`src/hdl/miq_pkg.sv`:
```
`default_nettype none
// ----------------------------------------------------------------------------
// miq_pkg
// Shared types and constants of the multi-port instruction queue.
// ----------------------------------------------------------------------------
package miq_pkg;

  localparam int FIELD_TAGS = 2;
  localparam int CNT_W      = 2;
  localparam int FTAG_W     = 32;
  localparam int STATE_W    = 2;
  localparam int OCC_W      = 4;
  localparam int WORD_W     = 2 * CNT_W + FIELD_TAGS * FTAG_W + OCC_W;

  localparam logic [STATE_W-1:0] ST_WAITING  = 2'd0;
  localparam logic [STATE_W-1:0] ST_READY    = 2'd1;
  localparam logic [STATE_W-1:0] ST_EXECUTED = 2'd2;
  localparam logic [STATE_W-1:0] ST_NONE     = 2'd3;
  localparam logic [STATE_W-1:0] LC_RESET    = ST_READY;

  localparam logic [CNT_W-1:0] SHIFT_NONE  = 2'd0;
  localparam logic [CNT_W-1:0] SHIFT_ONE   = 2'd1;
  localparam logic [CNT_W-1:0] SHIFT_TWO   = 2'd2;
  localparam logic [CNT_W-1:0] SHIFT_THREE = 2'd3;

  typedef struct packed {
    logic             en;
    logic [CNT_W-1:0] rm;
    logic [CNT_W-1:0] ins;
  } miq_ctrl_t;

endpackage
`default_nettype wire

```
`src/hdl/miq_cell.sv`:
```
`default_nettype none
// ----------------------------------------------------------------------------
// miq_cell
// One queue slot: holds the tag at a fixed head position, shifts toward the
// head by the removed count and loads a submitted tag when it is one of
// the free slots being filled.
// ----------------------------------------------------------------------------
module miq_cell #(
  parameter int IDX        = 0,
  parameter int DEPTH_LOG2 = 3,
  parameter int TAG_WIDTH  = 32
) (
  input  wire logic                                          clk,
  input  wire miq_pkg::miq_ctrl_t                            ctrl,
  input  wire logic [DEPTH_LOG2:0]                           base,
  input  wire logic [TAG_WIDTH-1:0]                          nbr1,
  input  wire logic [TAG_WIDTH-1:0]                          nbr2,
  input  wire logic [TAG_WIDTH-1:0]                          nbr3,
  input  wire logic [miq_pkg::FIELD_TAGS-1:0][TAG_WIDTH-1:0] sub_tags,
  output logic      [TAG_WIDTH-1:0]                          tag_r,
  output logic      [TAG_WIDTH-1:0]                          tag_nxt
);
  import miq_pkg::*;

  localparam int CW = DEPTH_LOG2 + 1;
  localparam logic [CW-1:0] IDX_C = CW'(IDX);

  logic [CW-1:0] off;
  logic          load;

  assign off  = IDX_C - base;
  assign load = (IDX_C >= base) && (off < CW'(ctrl.ins));

  always_comb begin
    tag_nxt = tag_r;
    if (ctrl.en) begin
      if (load) begin
        tag_nxt = sub_tags[off[0]];
      end else begin
        unique case (ctrl.rm)
          SHIFT_NONE:  tag_nxt = tag_r;
          SHIFT_ONE:   tag_nxt = nbr1;
          SHIFT_TWO:   tag_nxt = nbr2;
          SHIFT_THREE: tag_nxt = nbr3;
        endcase
      end
    end
  end

  always_ff @(posedge clk) begin
    tag_r <= tag_nxt;
  end

endmodule
`default_nettype wire

```
`src/hdl/multi_port_instruction_queue.sv`:
```
`default_nettype none
// ----------------------------------------------------------------------------
// multi_port_instruction_queue
// Instruction tag queue built as a row of slots ordered from the head.
// ----------------------------------------------------------------------------
// Each input word is one pipeline tick: accepted count, submitted count, two
// submitted tags and the state codes of the two head positions. The queue
// first drops up to accepted_count head entries, then inserts submitted tags
// in port order until the ports run out or the queue is full, then offers
// leading head entries whose state code is at least the leave threshold.
// Each input word yields one output word: inserted count, offered count, the
// two offered tags (zero when not offered) and the occupancy.
// The word is registered on accept and appears on out_* in the next cycle.
// One word per cycle is taken while the receiver does not stall; each slot
// moves its tag zero to three positions per tick; all slots update at once.
// in_tready is high whenever the output register is empty or being taken;
// a stalled receiver holds the output word and blocks new input.
// cfg_ready is always high; write the leave threshold only while idle.
// Reset empties the queue and sets the leave threshold to ready. Slot
// contents are not cleared; only slots inside the occupancy are read.
// ----------------------------------------------------------------------------
module multi_port_instruction_queue #(
  parameter int DEPTH_LOG2  = 3,
  parameter int SUB_PORTS   = 2,
  parameter int OFFER_PORTS = 2,
  parameter int TAG_WIDTH   = 32
) (
  input  wire logic                         clk,
  input  wire logic                         rst_n,
  input  wire logic                         in_tvalid,
  output logic                              in_tready,
  // accepted_count[1:0], submit_count[3:2], submit_tag_first[35:4],
  // submit_tag_second[67:36], head_states[71:68]
  input  wire logic [miq_pkg::WORD_W-1:0]   in_tdata,
  output logic                              out_tvalid,
  input  wire logic                         out_tready,
  // inserted_count[1:0], offered_count[3:2], offered_tag_first[35:4],
  // offered_tag_second[67:36], occupancy[71:68]
  output logic      [miq_pkg::WORD_W-1:0]   out_tdata,
  input  wire logic                         cfg_valid,
  output logic                              cfg_ready,
  input  wire logic [miq_pkg::STATE_W-1:0]  cfg_data
);
  import miq_pkg::*;

  localparam int DEPTH   = 1 << DEPTH_LOG2;
  localparam int CW      = DEPTH_LOG2 + 1;
  localparam int IN_LIM  = (SUB_PORTS < FIELD_TAGS) ? SUB_PORTS : FIELD_TAGS;
  localparam int OUT_LIM = (OFFER_PORTS < FIELD_TAGS) ? OFFER_PORTS : FIELD_TAGS;

  logic                  in_fire;
  logic [CNT_W-1:0]      acc_cnt;
  logic [CNT_W-1:0]      sub_cnt;
  logic [FTAG_W-1:0]     sub_tag0;
  logic [FTAG_W-1:0]     sub_tag1;
  logic [STATE_W-1:0]    st0;
  logic [STATE_W-1:0]    st1;

  logic [STATE_W-1:0]    lc_r;
  logic [CW-1:0]         count_r;
  logic [CW-1:0]         count_nxt;
  logic [CW-1:0]         rm;
  logic [CW-1:0]         after_rm;
  logic [CW-1:0]         space;
  logic [CW-1:0]         sub_n;
  logic [CW-1:0]         ins;
  miq_ctrl_t             ctrl;

  logic [FIELD_TAGS-1:0][TAG_WIDTH-1:0] sub_tags;
  logic [DEPTH-1:0][TAG_WIDTH-1:0]      cell_tag;
  logic [DEPTH-1:0][TAG_WIDTH-1:0]      cell_nxt;
  logic [TAG_WIDTH-1:0]                 head0;
  logic [TAG_WIDTH-1:0]                 head1;

  logic                  off0;
  logic                  off1;
  logic [CNT_W-1:0]      off_cnt;

  logic                  out_valid_r;
  logic [WORD_W-1:0]     out_data_r;

  assign acc_cnt  = in_tdata[1:0];
  assign sub_cnt  = in_tdata[3:2];
  assign sub_tag0 = in_tdata[35:4];
  assign sub_tag1 = in_tdata[67:36];
  assign st0      = in_tdata[69:68];
  assign st1      = in_tdata[71:70];

  assign in_tready = !out_valid_r || out_tready;
  assign in_fire   = in_tvalid && in_tready;
  assign cfg_ready = 1'b1;

  assign sub_tags[0] = TAG_WIDTH'(sub_tag0);
  assign sub_tags[1] = TAG_WIDTH'(sub_tag1);

  always_comb begin
    rm        = (CW'(acc_cnt) < count_r) ? CW'(acc_cnt) : count_r;
    after_rm  = count_r - rm;
    space     = CW'(DEPTH) - after_rm;
    sub_n     = (CW'(sub_cnt) < CW'(IN_LIM)) ? CW'(sub_cnt) : CW'(IN_LIM);
    ins       = (sub_n < space) ? sub_n : space;
    count_nxt = after_rm + ins;
    ctrl.en   = in_fire;
    ctrl.rm   = CNT_W'(rm);
    ctrl.ins  = CNT_W'(ins);
  end

  for (genvar i = 0; i < DEPTH; i++) begin : g_cell
    logic [TAG_WIDTH-1:0] n1;
    logic [TAG_WIDTH-1:0] n2;
    logic [TAG_WIDTH-1:0] n3;
    if (i + 1 < DEPTH) begin : g_n1
      assign n1 = cell_tag[i+1];
    end else begin : g_n1_end
      assign n1 = '0;
    end
    if (i + 2 < DEPTH) begin : g_n2
      assign n2 = cell_tag[i+2];
    end else begin : g_n2_end
      assign n2 = '0;
    end
    if (i + 3 < DEPTH) begin : g_n3
      assign n3 = cell_tag[i+3];
    end else begin : g_n3_end
      assign n3 = '0;
    end
    miq_cell #(
      .IDX        (i),
      .DEPTH_LOG2 (DEPTH_LOG2),
      .TAG_WIDTH  (TAG_WIDTH)
    ) u_cell (
      .clk      (clk),
      .ctrl     (ctrl),
      .base     (after_rm),
      .nbr1     (n1),
      .nbr2     (n2),
      .nbr3     (n3),
      .sub_tags (sub_tags),
      .tag_r    (cell_tag[i]),
      .tag_nxt  (cell_nxt[i])
    );
  end

  assign head0 = cell_nxt[0];
  if (DEPTH > 1) begin : g_head1
    assign head1 = cell_nxt[1];
  end else begin : g_head1_none
    assign head1 = '0;
  end

  assign off0    = (OUT_LIM >= 1) && (count_nxt >= CW'(1)) && (st0 >= lc_r);
  assign off1    = off0 && (OUT_LIM >= 2) && (count_nxt >= CW'(2)) && (st1 >= lc_r);
  assign off_cnt = CNT_W'({1'b0, off0} + {1'b0, off1});

  always_ff @(posedge clk) begin
    if (!rst_n) begin
      lc_r        <= LC_RESET;
      count_r     <= '0;
      out_valid_r <= 1'b0;
    end else begin
      if (cfg_valid && cfg_ready) begin
        lc_r <= cfg_data;
      end
      if (in_fire) begin
        count_r     <= count_nxt;
        out_valid_r <= 1'b1;
      end else if (out_tready) begin
        out_valid_r <= 1'b0;
      end
    end
  end

  always_ff @(posedge clk) begin
    if (in_fire) begin
      out_data_r <= {OCC_W'(count_nxt),
                     off1 ? FTAG_W'(head1) : FTAG_W'(0),
                     off0 ? FTAG_W'(head0) : FTAG_W'(0),
                     off_cnt,
                     CNT_W'(ins)};
    end
  end

  assign out_tvalid = out_valid_r;
  assign out_tdata  = out_data_r;

  a_count_bound: assert property (@(posedge clk) disable iff (!rst_n)
    count_r <= CW'(DEPTH))
    else $error("occupancy beyond queue depth");

  a_count_hold: assert property (@(posedge clk) disable iff (!rst_n)
    !in_fire |=> $stable(count_r))
    else $error("occupancy changed without an input word");

  a_count_step: assert property (@(posedge clk) disable iff (!rst_n)
    (in_fire && rm == '0 && ins == '0) |=> $stable(count_r))
    else $error("occupancy changed on an idle tick");

  a_offer_bound: assert property (@(posedge clk) disable iff (!rst_n)
    in_fire |=> (CW'(out_data_r[3:2]) <= count_r))
    else $error("offered more entries than held");

  a_ins_bound: assert property (@(posedge clk) disable iff (!rst_n)
    in_fire |-> (ins <= sub_n))
    else $error("inserted more tags than submitted");

endmodule
`default_nettype wire

```
`config.mk`:
```
export PLATFORM = sky130hd
export DESIGN_NAME = multi_port_instruction_queue
export DESIGN_NICKNAME = d
export VERILOG_FILES = /design/src/hdl/miq_pkg.sv /design/src/hdl/miq_cell.sv /design/src/hdl/multi_port_instruction_queue.sv
export SDC_FILE = /design/constraint.sdc
export NUM_CORES = 1
export LEC_CHECK = 0
export BUFFER_PORTS_ARGS = -buffer_cell sky130_fd_sc_hd__buf_2
export CAP_MARGIN = 0
export CORE_MARGIN = 1.5
export CORE_UTILIZATION = 61
export DETAILED_ROUTE_END_ITERATION = 12
export PLACE_DENSITY = 0.81
export SLEW_MARGIN = 10
export SYNTH_ARGS = -nofsm -noshare
export SYNTH_HDL_FRONTEND = slang
export SYNTH_SLANG_ARGS = --single-unit
```
`constraint.sdc`:
```
create_clock -name clk -period 8.45 [get_ports clk]
set_input_delay 1.2675 -clock clk [delete_from_list [all_inputs] [get_ports clk]]
set_output_delay 1.2675 -clock clk [all_outputs]
set_load 0.05 [all_outputs]
```
==> metrics.md, run 1 <==
| Metric | Value |
|---|---|
| Peak fanout along the critical path | 23 |
| Number of buffers added by the clock tree synthesis step | 37 |
| Later-pin clock latency in the skew report | 0.53 ns |
| Post-CTS Resized | 0 |
| Number of synthesized flops with an enable pin | 264 |
| End-of-flow core utilization | 0.693 |
| Clk Tree Root Cell | clkbuf_16 |
| Startpoint types | input pin |
| Die Wd | 177 µm |
| Max stage delay on crit path | 0.90 ns |
| Number of sinks handled by clock tree synthesis | 335 |
| Nets in the synthesized netlist | 2035 |
| CTS Hold Bufs | 0 |
| Nets | 2090 |
| H-tree levels | 2 |
| RSZ-0062 raised after global routing | false |
| Post-synthesis to final-layout area growth | 11.2% |
| Port Buffer Count | 152 |
| Layout cells sized above 1 | 0.163 |
| Final clock period utilization by the worst path | 0.824 |
| Wire per inst | 21.3 µm |
| List of cells traversed by the critical path | buf_2 -> inv_1 -> ha_1 -> nor2_1 -> nor3_4 -> or2_2 -> ha_1 -> o21a_1 -> nor2_1 -> inv_2 -> xnor2_1 -> a21oi_1 -> nand2_1 -> o2bb2ai_1 -> ha_1 -> fa_1 -> xnor2_1 -> nand2_1 -> o221ai_4 -> inv_1 -> ha_1 |
| Residual DRC | 0 |
| Time the final worst path needs with I/O delays and setup | 6.96 ns |
| Die Footprint | 31500 µm² |
| GPL Wtd Cong | 0.828 |
| Worst-case clock skew | 0.0176 ns |
| Clock tree from TritonCTS | yes |
| Number of nets with antenna violations after detailed routing | 0 |
| Vias in the first global route | 15223 |
| Result of the run | finished clean |
| Total I/O pin count | 154 |
| Max-Cap Viols | 0 |
| Crit path kind | input pin to flop |
| Via density per instance | 6.68 |
| Fraction of registers with async set or reset after synthesis | 0 |
| Setup TNS | 0 ns |
| Achievable Freq | 0.144 GHz |
| Transition time at the pin with the least slew margin | 1.15 ns |
| Headroom to the max-slew limit | 0.235 |
| Most used flip-flop cell after synthesis | edfxtp_1 |
| Via Count | 16046 |
| Post CTS Setup Buffer Count | 0 |
| Total of endpoints with negative setup slack in the final report | 0 |
| Class of the most critical hold timing path | flop to flop |
| Cell occurring most often along the worst timing path | ha_1 |
| Overall track demand over capacity in global routing | 0.326 |
| Number of core rows | 63 |
| Critical path buffers and inverters | 4 |
| Total standard cell area after synthesis | 18600 µm² |
| Total wire length after detailed routing | 51.1 mm |
| Kind of end point of the critical path | flop |
| DR pass1 iterations | 6 |
| Part of the Yosys area used for sequential elements | 0.503 |
| Post-Syn Instances | 1931 |
| Die H | 177 µm |
| Remaining global-route overflow | 0 |
| WP data arrival | 7.23 ns |
| Final hold vios | 0 |
| Clock Path Buffers | 3 |
| Post-DP HPWL | 29.5 mm |
| Number of warnings printed during yosys synthesis | 0 |
| Slowest stage cell, crit path | o221ai_4 |
| Number of different library cells in the post-synthesis netlist | 60 |
| Effective utilization at floorplan | 0.623 |
| Worst path top cell family by delay | simple AND/OR/NAND/NOR gates |
| Flip-flop and latch count after synthesis | 335 |
| Max-slew violations | 0 |
| Final hold slack | 0.492 ns |
| Antenna violations before repair | 3 |
| Clock-pin transition on the worst setup and hold timing paths | 0.06 ns |
| Wire length of the first global-routing pass | 80.4 mm |
| Syn avg cell area | 9.62 µm² |
| Initial DRC count | 2026 |
| Pin count of the biggest net entering global routing | 100 |
| Data required time at the worst endpoint | 8.71 ns |
| Area of the core | 29800 µm² |
==> through the flow <==
step	setup WS (ns)	instances	instance area [µm²]
final	1.49	2403	20600
after floorplan	0.755	1931	18600
after global placement	1.33	2337	19600
after detailed placement	1.10	2337	19600
after CTS	1.60	2402	20600
after global routing	1.26	2402	20600
==> routing by layer <==
metal	vias up	wire length [µm]	GRT usage	share of wire
met5	-	12	0	0.00023
met3	146	5300	0.0503	0.10
li1	7357	-	-	-
met4	2	1880	0.136	0.037
met2	959	24300	0.540	0.47
met1	7582	19700	0.428	0.39
==> state kept, by name (all words and copies together), names as in the netlist <==
register,flops
count_r,4
g_cell.u_cell.tag_r,256
lc_r,2
out_tdata,72
out_tvalid,1
==> final timing paths <==
| path | startpoint | to | slack, ns | cells after the start |
|---|---|---|---|---|
| min reg2reg | g_cell[1].u_cell.tag_r[3] | g_cell[1].u_cell.tag_r[3] | 0.49 | 2 |
| min | g_cell[1].u_cell.tag_r[3] | g_cell[1].u_cell.tag_r[3] | 0.49 | 2 |
| max | in_tdata[1] | out_tdata[2] | 1.49 | 21 |
| max reg2reg | count_r[1] | out_tdata[2] | 1.99 | 20 |
==> worst register-to-register path, cell delays in order (launching register included) <==
cell	delay, ns
dfxtp_1	0.41
inv_1	0.12
ha_1	0.25
nor2_1	0.55
nor3_4	0.12
or2_2	0.32
ha_1	0.21
o21a_1	0.18
nor2_1	0.47
inv_2	0.24
xnor2_1	0.19
a21oi_1	0.24
nand2_1	0.10
o2bb2ai_1	0.19
ha_1	0.29
fa_1	0.47
xnor2_1	0.28
nand2_1	0.19
o221ai_4	0.90
inv_1	0.16
ha_1	0.34
==> cells in the mapped netlist, types with 2 or more instances <==
cell	count	area (µm²)
mux2i_1	68	681
nand2b_1	2	12.5
a211oi_2	2	25.0
nand2_1	304	1140
clkbuf_1	105	394
nor3_1	4	20.0
inv_2	2	7.51
a311o_1	31	310
xnor2_1	6	52.6
a21o_1	2	15.0
buf_1	18	67.6
ha_1	23	288
a31oi_1	34	213
o21ai_1	3	15.0
mux2_2	32	360
a211oi_1	62	465
buf_6	4	45.0
o21a_1	34	255
nand4_1	2	12.5
fa_1	2	40.0
a21oi_1	76	380
nor2_1	70	263
or3_1	3	18.8
edfxtp_1	264	7930
a21boi_0	3	22.5
or2_2	26	163
o21ai_0	160	801
and3_1	63	394
buf_2	37	185
o211a_1	2	20.0
dfxtp_1	71	1420
inv_1	19	71.3
nand3_1	230	1150
nor2b_1	3	18.8
o211ai_1	127	953
or2_1	8	50.1
buf_4	6	45.0
==> kinds of logic (layout without fill, tap and decap cells) <==
| kind of cell | after synthesis | count (layout) | synth area share |
|---|---|---|---|
| and+or+nand+nor | 724 | 724 | 0.180 |
| AOI/OAI and AO/OA | 545 | 545 | 0.194 |
| DFF | 335 | 335 | 0.503 |
| buffers and inverters | 193 | 274 | 0.0444 |
| muxes | 101 | 101 | 0.0573 |
| adders and majority gates | 25 | 25 | 0.0177 |
| xor gates and xnor gates | 7 | 7 | 0.00371 |
| other | 1 | 2 | 0.000202 |
==> final cells by class <==
type	instances	area (µm²)
Antenna cell	1	2.50
Clock inverter	10	53.8
Tap cell	390	488
Multi-Input combinational cell	1403	8590
Timing Repair Buffer	187	1040
Fill cell	2261	9160
Clock buffer	55	1020
Inverter	22	92.6
Sequential cell	335	9350
==> layout by cell type (no fill, tap or decap), types with 3 or more instances in the layout <==
cell type and count:
nand2_1 302, edfxtp_1 264, nand3_1 225, o21ai_0 160
buf_2 152, o211ai_1 127, a21oi_1 71, dfxtp_1 71
nor2_1 68, mux2i_1 68, and3_1 63, a211oi_1 61
clkbuf_16 37, o21a_1 34, buf_4 34, a31oi_1 33
mux2_2 32, a311o_1 31, or2_2 26, ha_1 22
inv_1 19, clkbuf_1 15, or2_1 8, xnor2_1 6
nand3_2 5, a21oi_4 5, clkinv_2 5, inv_6 4
nor3_1 4, nor2b_1 3, a21boi_0 3, clkinv_1 3
clkbuf_8 3
Power of run 1 is left out: the tool's default activity adds up to more than one toggle a clock period on the data nets, which glitch-free logic cannot reach.
==> run 2: changes to the inputs <==
--- a/config.mk
+++ b/config.mk
@@ -8,9 +8,9 @@
 export BUFFER_PORTS_ARGS = -buffer_cell sky130_fd_sc_hd__buf_2
 export CAP_MARGIN = 0
 export CORE_MARGIN = 1.5
-export CORE_UTILIZATION = 61
+export CORE_UTILIZATION = 55
 export DETAILED_ROUTE_END_ITERATION = 12
-export PLACE_DENSITY = 0.81
+export PLACE_DENSITY = 0.77
 export SLEW_MARGIN = 10
 export SYNTH_ARGS = -nofsm -noshare
 export SYNTH_HDL_FRONTEND = slang
==> constraint.sdc (replaced) <==
create_clock -name clk -period 6 [get_ports clk]
set_input_delay 0.9 -clock clk [delete_from_list [all_inputs] [get_ports clk]]
set_output_delay 0.9 -clock clk [all_outputs]
set_load 0.05 [all_outputs]
==> metrics.md, run 2 (synthesis gave the netlist of run 1 again) <==
| Metric | Value |
|---|---|
| Total I/O pin count | 154 (unchanged) |
| Hold Path Cell Cnt | 2 (unchanged) |
| Register with the most flip-flops | g_cell.u_cell.tag_r |
| Top layer in use | met4 |
| Worst reg-to-reg path cell count | 20 (unchanged) |
| DR pass1 iterations | 6 (unchanged) |
| Layout cells sized above 1 | 0.178 (+0.0145) |
| Result of the run | finished clean |
| Clock-pin transition on the worst setup and hold timing paths | 0.06 ns (about the same) |
| Antenna cell count | 0 (-1) |
| Post CTS Setup Buffer Count | 0 (unchanged) |
| Residual DRC | 0 (unchanged) |
| Max-Cap Viols | 0 (unchanged) |
| Vias in the first global route | 15740 (+3.4%) |
| Post-layout instance area | 21200 µm² (+2.6%) |
| Post-synthesis to final-layout area growth | 14.1% |
| Setup slack of the worst register-to-register path | 0.58 ns (-1.41 ns) |
| Post-DP HPWL | 32.1 mm (+8.6%) |
| Number of sinks handled by clock tree synthesis | 335 (unchanged) |
| Die H | 187 µm (+5.2%) |
| Nets | 2108 (+0.86%) |
| Antenna violations before repair | 0 (-3) |
| List of cells traversed by the critical path | buf_2 -> inv_1 -> ha_1 -> nor2_4 -> o32ai_4 -> inv_6 -> ha_4 -> inv_1 -> ha_2 -> ha_1 -> ha_1 -> o21ai_0 -> a21oi_1 -> nand2_1 -> mux2i_1 -> ha_1 -> a21oi_1 -> nand4_1 -> or3_2 -> buf_4 -> o21a_1 -> a211oi_1 |
| Time the final worst path needs with I/O delays and setup | 5.55 ns |
| Wire length of the first global-routing pass | 85.0 mm (+5.8%) |
| Commonest non-fill, non-tap cells in the layout | nand2_1 (302), edfxtp_1 (264), nand3_1 (225) |
| Number of nets with antenna violations after detailed routing | 0 (unchanged) |
| Cell occurring most often along the worst timing path | ha_1 |
| Wl on met1 | 21.0 mm (+6.4%) |
| Reg2reg end | out_tdata[19] |
| Clock tree from TritonCTS | yes |
| Port Buffer Count | 152 (unchanged) |
| RSZ-0062 raised after global routing | false |
| WP data arrival | 5.87 ns (-1.36 ns) |
| Later-pin clock latency in the skew report | 0.53 ns (about the same) |
| Initial DRC count | 1795 (-11%) |
| Die Wd | 187 µm (+5.2%) |
| Detailed-routed wire length on met2 | 25.0 mm (+2.9%) |
| Startpoint types | input pin |
| Remaining global-route overflow | 0 (unchanged) |
| Headroom to the max-slew limit | 0.196 (-0.0390) |
| Final clock period utilization by the worst path | 0.925 |
| Met3 wire len | 5.33 mm (+0.70%) |
| Wire per inst | 21.6 µm (+1.4%) |
| Total of endpoints with negative setup slack in the final report | 0 (unchanged) |
| Flip-flop count of the largest register after layout | 256 (unchanged) |
| Overall track demand over capacity in global routing | 0.305 (-0.0213) |
| Achievable Freq | 0.180 GHz |
| Class of the most critical hold timing path | flop to flop |
| Kind of end point of the critical path | flop |
| Commonest non-fill, non-tap cell in the layout | nand2_1 |
| Die Footprint | 34900 µm² (+11%) |
| Transition time at the pin with the least slew margin | 1.20 ns (+0.0495 ns) |
| Crit path kind | input pin to flop |
| Number of buffers added by the clock tree synthesis step | 38 (+2.7%) |
| CTS Hold Bufs | 0 (unchanged) |
| Slowest stage cell, crit path | or3_2 |
| Total wire length after detailed routing | 53.5 mm (+4.7%) |
| Start of the worst register-to-register path | count_r[1] |
| Data required time at the worst endpoint | 6.32 ns (-2.39 ns) |
| Worst-case clock skew | 0.0164 ns (-0.00114 ns) |
| Via Count | 16170 (+0.77%) |
| Via density per instance | 6.52 (-2.4%) |
| Termination of the worst setup path | out_tdata[19] |
| GPL Wtd Cong | 0.863 (+4.2%) |
| Final hold vios | 0 (unchanged) |
| Timing startpoint of the critical path | in_tdata[1] |
| Effective utilization at floorplan | 0.557 (-0.0667) |
| Placed cell areas | 19900 µm² (+1.7%) |
| Max-slew violations | 0 (unchanged) |
| Pin count of the biggest net entering global routing | 194 (+94%) |
| Peak fanout along the critical path | 32 (+39%) |
| Clk Tree Root Cell | clkbuf_16 |
| Area of the core | 33400 µm² (+12%) |
| Max stage delay on crit path | 0.54 ns (-0.36 ns) |
| Number of core rows | 67 (+6.3%) |
| Clock Path Buffers | 3 (unchanged) |
| Post-CTS Resized | 0 (unchanged) |
| H-tree levels | 2 (unchanged) |
[run 2: changes by cell type in the layout (fill, tap and decap cells not counted), moves of 2 or more]
cell,delta
buf_12,+9
buf_4,+8
clkbuf_1,-7
clkbuf_8,+5
bufinv_16,+4
clkbuf_16,+2
ha_1,-2
ha_2,+2
[run 2: critical path: cells and delay by family]
| kind | cells | cell delay [ns] |
|---|---|---|
| multiplexers | 1 | 0.30 |
| AND/OR/NAND/NOR | 4 | 0.88 |
| AO/OA/AOI/OAI | 6 | 1.39 |
| buffers and inverters | 5 | 0.68 |
| adder cells (fa/ha/maj) | 6 | 1.67 |
[run 2: cell type report]
cell class                      count  area, µm²
Multi-Input combinational cell   1403       8620
Inverter                           22       92.6
Tap cell                          448        561
Clock inverter                     14        170
Timing Repair Buffer              204       1280
Fill cell                        2746      12200
Sequential cell                   335       9350
Clock buffer                       55       1120
[run 2: metal layers]
| metal | up-vias | global-route usage |
|---|---|---|
| met3 | 174 | 0.0536 |
| met5 | - | 0 |
| met2 | 907 | 0.493 |
| li1 | 7373 | - |
| met4 | 0 | 0.140 |
| met1 | 7716 | 0.400 |
[run 2: how the worst min path moves through the flow]
stage / slack [ns] / to / from
finish: 0.49 / g_cell[1].u_cell.tag_r[0] / g_cell[1].u_cell.tag_r[0]
global route: 0.51 / g_cell[1].u_cell.tag_r[18] / g_cell[1].u_cell.tag_r[18]
CTS: 0.49 / g_cell[1].u_cell.tag_r[18] / g_cell[1].u_cell.tag_r[18]
detailed placement: 0.47 / g_cell[1].u_cell.tag_r[18] / g_cell[1].u_cell.tag_r[18]
global placement: 0.46 / g_cell[0].u_cell.tag_r[31] / g_cell[0].u_cell.tag_r[31]
floorplan: 0.44 / g_cell[0].u_cell.tag_r[31] / g_cell[0].u_cell.tag_r[31]
[run 2: through the flow]
stage | std cells | setup TNS, ns | worst slack, ns | utilization | hold slack, ns
2_1_floorplan | 1931 | 0 | 0.0376 | - | 0.438
3_3_place_gp | 2412 | 0 | 0.194 | 0.596 | 0.461
3_5_place_dp | 2412 | -0.222 | -0.0787 | 0.596 | 0.473
4_1_cts | 2481 | 0 | 0.465 | 0.635 | 0.490
5_1_grt | 2481 | 0 | 0.148 | 0.635 | 0.509
6_report | 2481 | 0 | 0.451 | 0.635 | 0.495
Power of run 2 is left out for the same reason.
==> run 3: changes to the inputs <==
--- a/config.mk
+++ b/config.mk
@@ -11,6 +11,8 @@
 export CORE_UTILIZATION = 55
 export DETAILED_ROUTE_END_ITERATION = 12
 export PLACE_DENSITY = 0.77
+export RECOVER_POWER = 100
+export SKIP_CTS_REPAIR_TIMING = 1
 export SLEW_MARGIN = 10
 export SYNTH_ARGS = -nofsm -noshare
 export SYNTH_HDL_FRONTEND = slang
==> metrics.md, run 3 (synthesis gave the netlist of run 1 again) <==
| Metric | Value |
|---|---|
| Timing startpoint of the critical path | in_tdata[1] |
| H-tree levels | 2 (unchanged) |
| Peak fanout along the critical path | 32 (unchanged) |
| Clk Tree Root Cell | clkbuf_16 |
| Total I/O pin count | 154 (unchanged) |
| Clock Path Buffers | 3 (unchanged) |
| Remaining global-route overflow | 0 (unchanged) |
| Post-synthesis to final-layout area growth | 12.7% |
| Transition time at the pin with the least slew margin | 2.65 ns (+1.45 ns) |
| Register cell area after layout | 9350 µm² (unchanged) |
| Commonest non-fill, non-tap cells in the layout | nand2_1 (303), edfxtp_1 (264), nand3_1 (228) |
| Launch point of the worst hold path | g_cell[1].u_cell.tag_r[18] |
| RSZ-0062 raised after global routing | false |
| Total wire length after detailed routing | 53.8 mm (+0.46%) |
| Die Footprint | 34900 µm² (unchanged) |
| Cell count after placement | 2412 (unchanged) |
| Residual DRC | 0 (unchanged) |
| Time the final worst path needs with I/O delays and setup | 5.57 ns (+0.0250 ns) |
| Violations in the final reports | capacitance limit, slew limit |
| Effective utilization at floorplan | 0.557 (unchanged) |
| Post-layout instance area | 20900 µm² (-1.2%) |
| WP data arrival | 5.90 ns (+0.03 ns) |
| Kind of end point of the critical path | flop |
| Worst-case clock skew | 0.0170 ns (+0.000542 ns) |
| Register with the most flip-flops | g_cell.u_cell.tag_r |
| Headroom to the max-slew limit | -0.777 (-0.973) |
| Initial DRC count | 1742 (-3.0%) |
| Max-slew violations | 144 (+144) |
| Nets | 2108 (unchanged) |
| Max-Cap Viols | 2 (+2) |
| Overall track demand over capacity in global routing | 0.305 (unchanged) |
| DR pass1 iterations | 6 (unchanged) |
| Number of nets with antenna violations after detailed routing | 0 (unchanged) |
| Wire per inst | 21.7 µm (+0.46%) |
| Layout cells sized above 1 | 0.132 (-0.0453) |
| Number of core rows | 67 (unchanged) |
| Achievable Freq | 0.179 GHz (-0.45%) |
| Final hold vios | 0 (unchanged) |
| Area of combinational cells with multiple inputs | 8530 µm² (-1.0%) |
| Crit path kind | input pin to flop |
| Data required time at the worst endpoint | 6.33 ns (about the same) |
| Via Count | 16234 (+0.40%) |
| Slack of the critical path | 0.426 ns (-0.0250 ns) |
| Flip-flop count of the largest register after layout | 256 (unchanged) |
| Post-placement worst setup slack | -0.0787 ns (unchanged) |
| Number of buffers added by the clock tree synthesis step | 38 (unchanged) |
| Post-DP HPWL | 32.1 mm (unchanged) |
| Antenna cell count | 0 (unchanged) |
| Vias in the first global route | 15740 (unchanged) |
| Total of endpoints with negative setup slack in the final report | 0 (unchanged) |
| Result of the run | complete, but fails checks |
| Startpoint types | input pin |
| Die Wd | 187 µm (unchanged) |
| Wire length of the first global-routing pass | 85.0 mm (unchanged) |
| Final hold slack | 0.490 ns (-0.00502 ns) |
| Commonest non-fill, non-tap cell in the layout | nand2_1 |
| Pin count of the biggest net entering global routing | 194 (unchanged) |
| Placed cell areas | 19900 µm² (unchanged) |
| Die H | 187 µm (unchanged) |
| Filler instances | 2798 (+1.9%) |
| Start of the worst register-to-register path | count_r[1] |
| Via density per instance | 6.54 (+0.40%) |
| Antenna violations before repair | 0 (unchanged) |
| Clock tree from TritonCTS | yes |
| Number of sinks handled by clock tree synthesis | 335 (unchanged) |
| GPL Wtd Cong | 0.863 (unchanged) |
| Clock-pin transition on the worst setup and hold timing paths | 0.06 ns (about the same) |
| Class of the most critical hold timing path | flop to flop |
| Later-pin clock latency in the skew report | 0.53 ns (about the same) |
| Post-route insts no fill | 2481 (unchanged) |
| Port Buffer Count | 152 (unchanged) |
| Final clock period utilization by the worst path | 0.929 (+0.00417) |
| Area of the core | 33400 µm² (unchanged) |
==> run 3: cell count changes in the layout (fill, tap and decap cells not counted), moves of 3 or more <==
cell / change
clkbuf_2: +15
nand3_1: +3
a21oi_1: +3
or2_0: +5
a21oi_4: -3
nand3_2: -3
buf_2: -74
buf_4: -19
or2_1: -5
clkbuf_1: +78
==> run 3: metrics by stage <==
step	setup TNS, ns	utilization
finish	0	0.627
global route	0	0.627
CTS	0	0.635
detailed placement	-0.222	0.596
global placement	0	0.596
floorplan	0	-
==> run 3: path summary, 6_finish.rpt <==
path	end	slack, ns	cells after the start
worst max-delay path	out_tdata[19]	0.43	22
worst min-delay path	g_cell[1].u_cell.tag_r[18]	0.49	2
worst max register to register	out_tdata[19]	0.55	21
worst min register to register	g_cell[1].u_cell.tag_r[18]	0.49	2
==> run 3: cell type report <==
type	count	area share
clock buffer	55	0.0534
sequential	335	0.447
inverter	22	0.00425
clock inverter	14	0.00813
tap	448	0.0268
multi-input combinational	1403	0.408
timing repair buffer	204	0.0529
==> run 3: routing by layer <==
layer / vias up / routed length [µm] / track usage
met5: - / 0 / 0
met1: 7759 / 21300 / 0.400
met4: 0 / 2330 / 0.140
met3: 182 / 5100 / 0.0536
met2: 907 / 25000 / 0.493
li1: 7386 / - / -
==> run 3: worst max-delay path: stages <==
cell and delay [ns]:
buf_2 0.14, inv_1 0.10, ha_1 0.35, nor2_4 0.08
o32ai_4 0.34, inv_6 0.06, ha_1 0.20, inv_1 0.09
ha_2 0.28, ha_1 0.32, ha_1 0.28, o21ai_0 0.07
a21oi_1 0.24, nand2_1 0.13, mux2i_1 0.30, ha_1 0.29
a21oi_1 0.20, nand4_1 0.12, or3_2 0.54, buf_4 0.29
o21a_1 0.24, a211oi_1 0.31
Power of run 3 is left out for the same reason.
